[src/hw/rtl/dfsp_pkg.sv]
// Package for the depth-first path search core: sizes and request codes.
// No dependencies.
package dfsp_pkg;

	// Graph and stack sizes
	localparam int NODES       = 16;
	localparam int NODE_W      = 4;
	localparam int STACK_DEPTH = 256;
	localparam int STACK_AW    = 8;
	localparam int SP_W        = 9;
	localparam int PATH_MAX    = 16;

	// Request codes
	localparam logic OP_LOAD   = 1'b0;
	localparam logic OP_SEARCH = 1'b1;

endpackage

[src/hw/rtl/dfs_path_search_adjacency_core.sv]
// Depth-first path search core: adjacency storage, walk sequencer, path output.
// Depends on dfsp_pkg.
//
// Usage:
//   Input channel (in_valid / in_stall) carries one request per accept. A load
//   request (opcode OP_LOAD) writes one adjacency row and leaves the core ready
//   for the next request. A search request (opcode OP_SEARCH)
//   runs a stack walk from start_node and keeps in_stall high until its last
//   result has been placed in the output register.
//   A search pushes the start node, then pops the stack (stack RAM read is
//   registered), scans the neighbours of each newly visited node other than
//   the goal (one neighbour bit per cycle through the push unit), traces
//   parent links back from the goal, then places the results while the
//   receiver keeps up.
//   Output channel (out_valid / out_stall) presents path nodes from start to
//   goal, last set on the goal; a miss gives one result with found clear.
//   A stalled output holds its payload; the sequencer waits for the slot.
//   Reset (arst_n low) clears the sequencer, visited marks, parent valid marks and
//   the output valid; adjacency rows and the stack are not cleared.
module dfs_path_search_adjacency_core (
	input  logic                        clk,
	input  logic                        arst_n,
	input  logic                        in_valid,
	output logic                        in_stall,
	input  logic                        opcode,
	input  logic [dfsp_pkg::NODE_W-1:0] row_index,
	input  logic [dfsp_pkg::NODES-1:0]  row_bits,
	input  logic [dfsp_pkg::NODE_W-1:0] start_node,
	input  logic [dfsp_pkg::NODE_W-1:0] goal_node,
	output logic                        out_valid,
	input  logic                        out_stall,
	output logic [dfsp_pkg::NODE_W-1:0] path_node,
	output logic                        found,
	output logic                        last
);

	// Sequencer codes
	localparam logic [2:0] ST_IDLE  = 3'd0;
	localparam logic [2:0] ST_POP   = 3'd1;
	localparam logic [2:0] ST_CHECK = 3'd2;
	localparam logic [2:0] ST_SCAN  = 3'd3;
	localparam logic [2:0] ST_TRACE = 3'd4;
	localparam logic [2:0] ST_EMIT  = 3'd5;
	localparam logic [2:0] ST_MISS  = 3'd6;

	logic [2:0]                        state_q;
	logic [dfsp_pkg::SP_W-1:0]         sp_q;
	logic [dfsp_pkg::SP_W-1:0]         sp_dec;
	logic [dfsp_pkg::NODES-1:0]        visited_q;
	logic [dfsp_pkg::NODES-1:0]        pvalid_q;
	logic [dfsp_pkg::NODE_W-1:0]       parent_q [dfsp_pkg::NODES];
	logic [dfsp_pkg::NODES-1:0]        adj_q    [dfsp_pkg::NODES];
	logic [dfsp_pkg::NODE_W-1:0]       path_q   [dfsp_pkg::PATH_MAX];
	logic [dfsp_pkg::NODE_W-1:0]       stack_mem [dfsp_pkg::STACK_DEPTH];
	logic [dfsp_pkg::NODE_W-1:0]       stk_rd_q;
	logic [dfsp_pkg::NODE_W-1:0]       goal_q;
	logic [dfsp_pkg::NODE_W-1:0]       cur_q;
	logic [dfsp_pkg::NODES-1:0]        row_q;
	logic [dfsp_pkg::NODE_W-1:0]       nb_q;
	logic [dfsp_pkg::NODE_W-1:0]       at_q;
	logic [dfsp_pkg::NODE_W-1:0]       len_q;
	logic                              out_valid_q;
	logic [dfsp_pkg::NODE_W-1:0]       path_node_q;
	logic                              found_q;
	logic                              last_q;

	logic                              in_acc;
	logic                              out_free;
	logic                              stk_we;
	logic [dfsp_pkg::STACK_AW-1:0]     stk_wa;
	logic [dfsp_pkg::NODE_W-1:0]       stk_wd;
	logic                              push_ok;
	logic [dfsp_pkg::NODE_W-1:0]       cur_pop;

	assign in_stall  = (state_q != ST_IDLE);
	assign in_acc    = in_valid && !in_stall;
	assign out_free  = !out_valid_q || !out_stall;
	assign sp_dec    = sp_q - dfsp_pkg::SP_W'(1);
	assign cur_pop   = stk_rd_q;

	assign out_valid = out_valid_q;
	assign path_node = path_node_q;
	assign found     = found_q;
	assign last      = last_q;

	// Push unit: one neighbour bit per cycle, dropped when the stack is full
	assign push_ok = row_q[nb_q] && !visited_q[nb_q]
		&& (sp_q != dfsp_pkg::SP_W'(dfsp_pkg::STACK_DEPTH));

	always_comb begin
		stk_we = 1'b0;
		stk_wa = sp_q[dfsp_pkg::STACK_AW-1:0];
		stk_wd = nb_q;
		if (state_q == ST_IDLE) begin
			stk_we = in_acc && (opcode == dfsp_pkg::OP_SEARCH);
			stk_wa = '0;
			stk_wd = start_node;
		end else if (state_q == ST_SCAN) begin
			stk_we = push_ok;
		end
	end

	// Walk stack memory, registered read
	always_ff @(posedge clk) begin
		if (stk_we) begin
			stack_mem[stk_wa] <= stk_wd;
		end
	end

	always_ff @(posedge clk) begin
		if (state_q == ST_POP) begin
			stk_rd_q <= stack_mem[sp_dec[dfsp_pkg::STACK_AW-1:0]];
		end
	end

	// Payload storage: adjacency rows, parent nodes, path buffer, work registers
	always_ff @(posedge clk) begin
		if (in_acc && (opcode == dfsp_pkg::OP_LOAD)) begin
			adj_q[row_index] <= row_bits;
		end
		if (in_acc) begin
			goal_q <= goal_node;
		end
		if (state_q == ST_CHECK) begin
			cur_q <= cur_pop;
			row_q <= adj_q[cur_pop];
			nb_q  <= dfsp_pkg::NODE_W'(dfsp_pkg::NODES - 1);
			at_q  <= goal_q;
		end
		if (state_q == ST_SCAN) begin
			if (push_ok) begin
				parent_q[nb_q] <= cur_q;
			end
			nb_q <= nb_q - dfsp_pkg::NODE_W'(1);
		end
		if (state_q == ST_TRACE) begin
			path_q[len_q] <= at_q;
			at_q <= parent_q[at_q];
		end
	end

	// Sequencer and control state
	always_ff @(posedge clk or negedge arst_n) begin
		if (!arst_n) begin
			state_q   <= ST_IDLE;
			sp_q      <= '0;
			visited_q <= '0;
			pvalid_q  <= '0;
			len_q     <= '0;
		end else begin
			case (state_q)
				ST_IDLE: begin
					if (in_acc && (opcode == dfsp_pkg::OP_SEARCH)) begin
						visited_q <= '0;
						pvalid_q  <= '0;
						sp_q      <= dfsp_pkg::SP_W'(1);
						len_q     <= '0;
						state_q   <= ST_POP;
					end
				end
				ST_POP: begin
					if (sp_q == '0) begin
						state_q <= ST_MISS;
					end else begin
						sp_q    <= sp_dec;
						state_q <= ST_CHECK;
					end
				end
				ST_CHECK: begin
					if (visited_q[cur_pop]) begin
						state_q <= ST_POP;
					end else begin
						visited_q[cur_pop] <= 1'b1;
						state_q <= (cur_pop == goal_q) ? ST_TRACE : ST_SCAN;
					end
				end
				ST_SCAN: begin
					if (push_ok) begin
						pvalid_q[nb_q] <= 1'b1;
						sp_q <= sp_q + dfsp_pkg::SP_W'(1);
					end
					if (nb_q == '0) begin
						state_q <= ST_POP;
					end
				end
				ST_TRACE: begin
					// walk back from the goal until the start (no parent) or a full path buffer
					if (!pvalid_q[at_q]
						|| (len_q == dfsp_pkg::NODE_W'(dfsp_pkg::PATH_MAX - 1))) begin
						state_q <= ST_EMIT;
					end else begin
						len_q <= len_q + dfsp_pkg::NODE_W'(1);
					end
				end
				ST_EMIT: begin
					// path buffer holds goal first, so emit from the top index down
					if (out_free) begin
						if (len_q == '0) begin
							state_q <= ST_IDLE;
						end else begin
							len_q <= len_q - dfsp_pkg::NODE_W'(1);
						end
					end
				end
				ST_MISS: begin
					if (out_free) begin
						state_q <= ST_IDLE;
					end
				end
				default: begin
					state_q <= ST_IDLE;
				end
			endcase
		end
	end

	// Output register
	always_ff @(posedge clk or negedge arst_n) begin
		if (!arst_n) begin
			out_valid_q <= 1'b0;
		end else if (out_free && ((state_q == ST_EMIT) || (state_q == ST_MISS))) begin
			out_valid_q <= 1'b1;
		end else if (!out_stall) begin
			out_valid_q <= 1'b0;
		end
	end

	always_ff @(posedge clk) begin
		if (out_free && (state_q == ST_EMIT)) begin
			path_node_q <= path_q[len_q];
			found_q     <= 1'b1;
			last_q      <= (len_q == '0);
		end else if (out_free && (state_q == ST_MISS)) begin
			path_node_q <= '0;
			found_q     <= 1'b0;
			last_q      <= 1'b1;
		end
	end

endmodule

[config.mk]
export PLATFORM = sky130hd
export DESIGN_NAME = dfs_path_search_adjacency_core
export DESIGN_NICKNAME = d
export VERILOG_FILES = /design/src/hw/rtl/dfsp_pkg.sv /design/src/hw/rtl/dfs_path_search_adjacency_core.sv
export SDC_FILE = /design/constraint.sdc
export NUM_CORES = 2
export LEC_CHECK = 0
export BUFFER_PORTS_ARGS = -buffer_cell sky130_fd_sc_hd__buf_2
export CAP_MARGIN = 20
export CORE_UTILIZATION = 30
export DETAILED_ROUTE_END_ITERATION = 12
export GPL_ROUTABILITY_DRIVEN = 0
export MAX_ROUTING_LAYER = met4
export PLACE_DENSITY_LB_ADDON = 0.12
export SETUP_SLACK_MARGIN = 0.5
export SLEW_MARGIN = 20
export SYNTH_ARGS = -nofsm -noshare
export SYNTH_HDL_FRONTEND = slang
export SYNTH_SLANG_ARGS = --single-unit
export TNS_END_PERCENT = 50
[constraint.sdc]
create_clock -name clk -period 29.7 [get_ports clk]
set_input_delay 4.455 -clock clk [delete_from_list [all_inputs] [get_ports clk]]
set_output_delay 4.455 -clock clk [all_outputs]
set_load 0.02 [all_outputs]
==> Word level (Yosys, flattened, before mapping) <==
Memories as Yosys holds them, arrays and structs flattened. A register that Yosys moved wholly into a read port is not among the register bits.
Index checks and enable logic that the tools add are counted.
{ "word_totals": {"output_inout_bits": 8, "mem_count": 4, "in_bits": 33, "elab_cells": 146, "ram_bits": 1408, "ff_bits": 71} }
{ "mem_list": {"columns": ["memory", "words", "word_bits", "rd", "rd_ports_with_merged_regs", "wr", "line_no", "source"], "rows": [
  ["stack_mem", 256, 4, 1, 1, 1, "dfs_path_search_adjacency_core.sv:54", "logic [dfsp_pkg::NODE_W-1:0] stack_mem [dfsp_pkg::STACK_DEPTH];"],
  ["adj_q", 16, 16, 1, 1, 1, "dfs_path_search_adjacency_core.sv:52", "logic [dfsp_pkg::NODES-1:0] adj_q [dfsp_pkg::NODES];"],
  ["parent_q", 16, 4, 1, 1, 1, "dfs_path_search_adjacency_core.sv:51", "logic [dfsp_pkg::NODE_W-1:0] parent_q [dfsp_pkg::NODES];"],
  ["path_q", 16, 4, 1, 0, 1, "dfs_path_search_adjacency_core.sv:53", "logic [dfsp_pkg::NODE_W-1:0] path_q [dfsp_pkg::PATH_MAX];"]
]} }
{ "classes": {"addsub": 5, "n_mux": 60, "n_reduce_logical": 35, "n_eq_ne": 21, "n_bitwise": 3, "magnitude_cmp": 5} }
{ "op_table": {"columns": ["operator", "count"], "rows": [
  ["16-bit case mux with 2 select lines", 2],
  ["16-bit two-way mux", 3],
  ["4-bit two-way mux", 12],
  ["16-bit OR", 2],
  ["3-bit two-way mux", 9],
  ["9-bit two-way mux", 3],
  ["9-bit case mux with 3 select lines", 1],
  ["1-bit two-way mux", 21],
  ["3-bit case mux with 7 select lines", 1],
  ["1-bit binary-select mux with 4-bit select", 4],
  ["2-bit inequality test, second input constant", 8],
  ["4-bit by 5-bit less-than comparator with 1-bit output, second input constant", 3],
  ["4-bit case mux with 3 select lines", 1],
  ["1-bit logical AND", 10],
  ["2-bit nonzero test", 5],
  ["9-bit by 1-bit adder with 9-bit output, second input constant", 1],
  ["3-bit == test, second input constant", 3],
  ["9-bit logical NOT", 1],
  ["9-bit inequality test, second input constant", 1],
  ["3-bit nonzero test", 3],
  ["9-bit by 1-bit subtractor with 9-bit output, second input constant", 1],
  ["1-bit demux with 4-bit select", 2],
  ["4-bit by 1-bit >= comparator with 1-bit output, second input constant", 2],
  ["4-bit logical NOT", 2],
  ["16 further kinds", 28]
]} }

==> Longest topological paths before layout <==
{ "logic_depth": {"word_depth": 9, "ltp_mapped": 19, "depth_no_buf": 9} }

==> Least setup slack after synthesis <==
OpenSTA, ideal clock, no wires.
{ "synth_timing": {"path_kind": "register to register", "start": "register state_q[0]", "end": "memory stack_mem[0][0] (netlist bit) (data pin)", "setup_ps": 2189, "required_time_ps": 27511, "synth_period_minus_slack_ps": 13222, "setup_slack_ps": 16478, "stages_incl_launch_ff": 6, "t_arrival_ps": 11033, "n_path_buf": 3, "path_cell_list": "dfrtp_1 > clkbuf_1 > nor3_1 > clkbuf_1 > clkbuf_1 > o21ai_0"} }
{ "synth_between": {"elab_chain_cells": 2} }
{ "synth_rtl": {"columns": ["element", "line_no", "source"], "rows": [
  ["start, declared", "dfs_path_search_adjacency_core.sv:46", "logic [2:0] state_q;"],
  ["start signal, assigned", "dfs_path_search_adjacency_core.sv:174", "state_q <= (cur_pop == goal_q) ? ST_TRACE : ST_SCAN;"],
  ["3-bit logical NOT", "dfs_path_search_adjacency_core.sv:94", "if (state_q == ST_IDLE) begin"],
  ["4-bit two-way mux", "dfs_path_search_adjacency_core.sv:94", null],
  ["via stk_wd, one bit", "dfs_path_search_adjacency_core.sv:71", "logic [dfsp_pkg::NODE_W-1:0] stk_wd;"],
  ["end, declared", "dfs_path_search_adjacency_core.sv:54", null]
]} }
The timed path passes the listed nets, and every way through them passes these cells.

==> Worst setup path in the final report <==
{ "layout_timing": {"start": "register state_q[2]", "end": "output port in_stall"} }
{ "layout_between": {"elab_chain_cells": 1} }
{ "layout_rtl": {"columns": ["element", "line_no", "source"], "rows": [
  ["3-bit nonzero test", "dfs_path_search_adjacency_core.sv:75", "assign in_stall = (state_q != ST_IDLE);"],
  ["end, declared", "dfs_path_search_adjacency_core.sv:24", "output logic in_stall,"]
]} }
No other way between the ends.

==> flow_summary.json <==
{
  "drive_gt1_frac": 0.231,
  "initial_core_util": 0.303,
  "synth-seq-cells": 1503,
  "clkLatencyLatePin_ns": 0.82,
  "grt_pass1_wl_um": 233000,
  "seq_area_frac_synth": 0.746,
  "htree_num_levels": 4,
  "drv_cap": 0,
  "synth_top_area_frac": 0.724,
  "intPower_w": 0.00464,
  "drtIter0Drc": 2726,
  "synthFlopType": "edfxtp_1",
  "synth_fa_ha_area_frac": 0.00146,
  "max_slew_margin": 0.234,
  "synth_top_family_by_area": "multiplexers",
  "track_usage": 0.163,
  "synth_xor_area_frac": 0.00260,
  "power_w": 0.00702,
  "layout.nets": 3298,
  "cts_hold_buf": 0,
  "min_path_type": "flip-flop to flip-flop",
  "synthSimpleGateAreaFrac": 0.0576,
  "cts_root_buffer": "clkbuf_16",
  "ys_types": 70,
  "chipHeight_um": 450,
  "synth.largest_area_cell": "edfxtp_1",
  "post_synth_mux_area_share": 0.155,
  "cts_buffer_depth": 3,
  "cts_tree": "done",
  "p_comb_frac": 0.329,
  "p_clk_frac": 0.287,
  "synthTopCellsByArea": "edfxtp_1 (72%), mux4_2 (14%), nor2_1 (2.3%)",
  "syn_area_mm2": 0.0601,
  "ys_warn_count": 0,
  "synth-edff-count": 1449,
  "syn_inst": 3172,
  "peakVddDrop_uv": 128,
  "grt_pass1_vias": 32257,
  "clock_skew_ns": 0.0318,
  "synthesis.nets": 3212,
  "drtAntennaViolNets": 0,
  "routed_via_density": 5.02,
  "slowest_delay_ns": 0.65,
  "status": "finished clean",
  "yosysMostFrequentCell": "edfxtp_1",
  "critPathTopFamily": "flip-flops",
  "min_period_ns": 6.76,
  "worstSetupPathType": "flip-flop to output port",
  "fin_tns_setup_ns": 0,
  "overflow": 0,
  "worst_pin_slew_ns": 1.15,
  "grt_start_max_net_pins": 217,
  "r2r_setup_slack_ns": 24.11,
  "cp_slowest_cell": "dfrtp_1",
  "cts_resized": 0,
  "hold_viol": 0,
  "placementRows": 163,
  "crit_buf_inv": 3,
  "die_width_um": 450,
  "max_freq_mhz": 148,
  "io_pins": 41,
  "drt-total-wl_um": 160000,
  "timing.rr.start": "sp_q[0]",
  "cts-buffers-inserted": 166,
  "firstDrtPassIters": 5,
  "clock_sinks": 1503,
  "crit_chain": "nor3_2 -> buf_4 -> inv_1 -> buf_2",
  "switching_share": 0.339,
  "cp-start-kind": "flip-flop",
  "end_kind": "output port",
  "num_vias": 30280,
  "synth_compound_area_frac": 0.0229,
  "reg2reg_to": "cur_pop[1]",
  "cp.required_ns": 25.24,
  "core_region_area_mm2": 0.198,
  "syn-mean-instance-area_um2": 18.9,
  "powerDensity_mw_per_mm2": 102,
  "synthArstFlopShare": 0.0326,
  "clk_pin_slew_ns": 0.06,
  "p_leak_nw": 21.2,
  "post_cts_buffers": 0,
  "die-area_mm2": 0.202,
  "hpwlAfterDp_um": 99000,
  "drcViolationCount": 0,
  "area_growth_pct": 14.6,
  "period_share": 0.228,
  "ys_top_cells_by_count": "edfxtp_1 (1,449), mux4_2 (384), nor2_1 (365)",
  "port_buffers": 40,
  "wl_per_cell_um": 26.5,
  "critPathArrivalTime_ns": 2.31,
  "rsz0062_at_grt": "no",
  "min_from": "found",
  "p_sw_w": 0.00238,
  "setup_viol": 0,
  "min_path_cells": 2,
  "drv_slew": 0,
  "antenna_found_initial": 5,
  "power_frac_seq": 0.385,
  "hold_end": "found",
  "worstRegToRegCells": 12,
  "cp_max_fo": 21
}
sequential cells by signal (all words and copies together), names as in the netlist, 9 cells and up, named ones only:
register / flops
sp_q: 9
parent_q: 64
pvalid_q: 16
stack_mem: 1024
adj_q: 256
visited_q: 16
path_q: 64
row_q: 16
power groups by stage:
stage	Combinational, W	Clock (W)	Sequential (W)
after floorplan	0.00152	0	0.00283
after global placement	0.00233	0	0.00274
after detailed placement	0.00236	0	0.00275
after CTS	0.00237	0.00207	0.00270
after global routing	0.00249	0.00214	0.00271
final	0.00231	0.00201	0.00270
through the flow:
stage / setup WS [ns] / instances / hold slack [ns] / instance area (um^2) / utilization
3_3_place_gp: 22.15 / 5729 / 0.460 / 63500 / 0.320
3_5_place_dp: 21.93 / 5730 / 0.466 / 63600 / 0.321
2_1_floorplan: 16.48 / 3172 / 0.457 / 60100 / -
4_1_cts: 22.82 / 6033 / 0.474 / 68900 / 0.347
5_1_grt: 22.81 / 6035 / 0.482 / 68900 / 0.347
6_report: 22.94 / 6035 / 0.469 / 68900 / 0.347
cell usage in the layout, fill, tap and decap left out, drive strengths merged, types with 10 or more instances in the layout:
cell type     n
a21oi        42
a22o         16
a31oi        10
and2         15
and3         25
buf         111
bufinv       13
clkbuf      210
clkinv       66
dfrtp        49
edfxtp     1449
inv          21
mux2         10
mux2i        55
mux4        384
nand2       221
nand3        74
nand4        13
nor2        365
nor2b        23
nor3         27
o21ai        25
o22ai        13
o31ai        11
xnor2        15
cell type report:
cell class,instances,area [um^2]
Fill cell,18605,129000
Sequential cell,1503,44800
Multi-Input combinational cell,1464,14600
Clock buffer,210,4360
Tap cell,2640,3300
Clock inverter,93,945
Timing Repair Buffer,111,795
Inverter,12,45.0
Antenna cell,2,5.00
worst max path at each step:
stage | slack (ns) | start | depth (start not counted) | endpoint
3_5_place_dp | 21.93 | start_node[0] | 6 | stack_mem[88][0]
5_1_grt | 22.81 | state_q[2] | 4 | in_stall
4_1_cts | 22.82 | start_node[0] | 6 | stack_mem[42][0]
6_report | 22.94 | state_q[2] | 4 | in_stall
3_3_place_gp | 22.15 | start_node[0] | 6 | stack_mem[92][0]
2_1_floorplan | 16.48 | state_q[0] | 5 | stack_mem[0][0]
cell families (layout without fill, tap and decap cells):
kind of cell / Yosys count / in the layout
compound gates: 193 / 193
other cells: 0 / 2
buf+inv: 205 / 426
xor+xnor: 17 / 17
fa+ha+maj: 7 / 7
flops: 1503 / 1503
simple gates: 798 / 798
mux: 449 / 449
per-layer routing:
metal / track usage / routed length (um) / vias up
met5: - / 0 / -
met4: 0.0452 / 3780 / 0
met3: 0.0258 / 7310 / 227
met2: 0.259 / 77800 / 805
met1: 0.216 / 70900 / 16268
li1: - / - / 12980
worst min-delay path, stage by stage, from the launching register on:
cell and delay, ns:
dfxtp_1 0.31, o21ai_0 0.06, nand2_1 0.05
No activity file was read; power rests on OpenSTA's default activity.
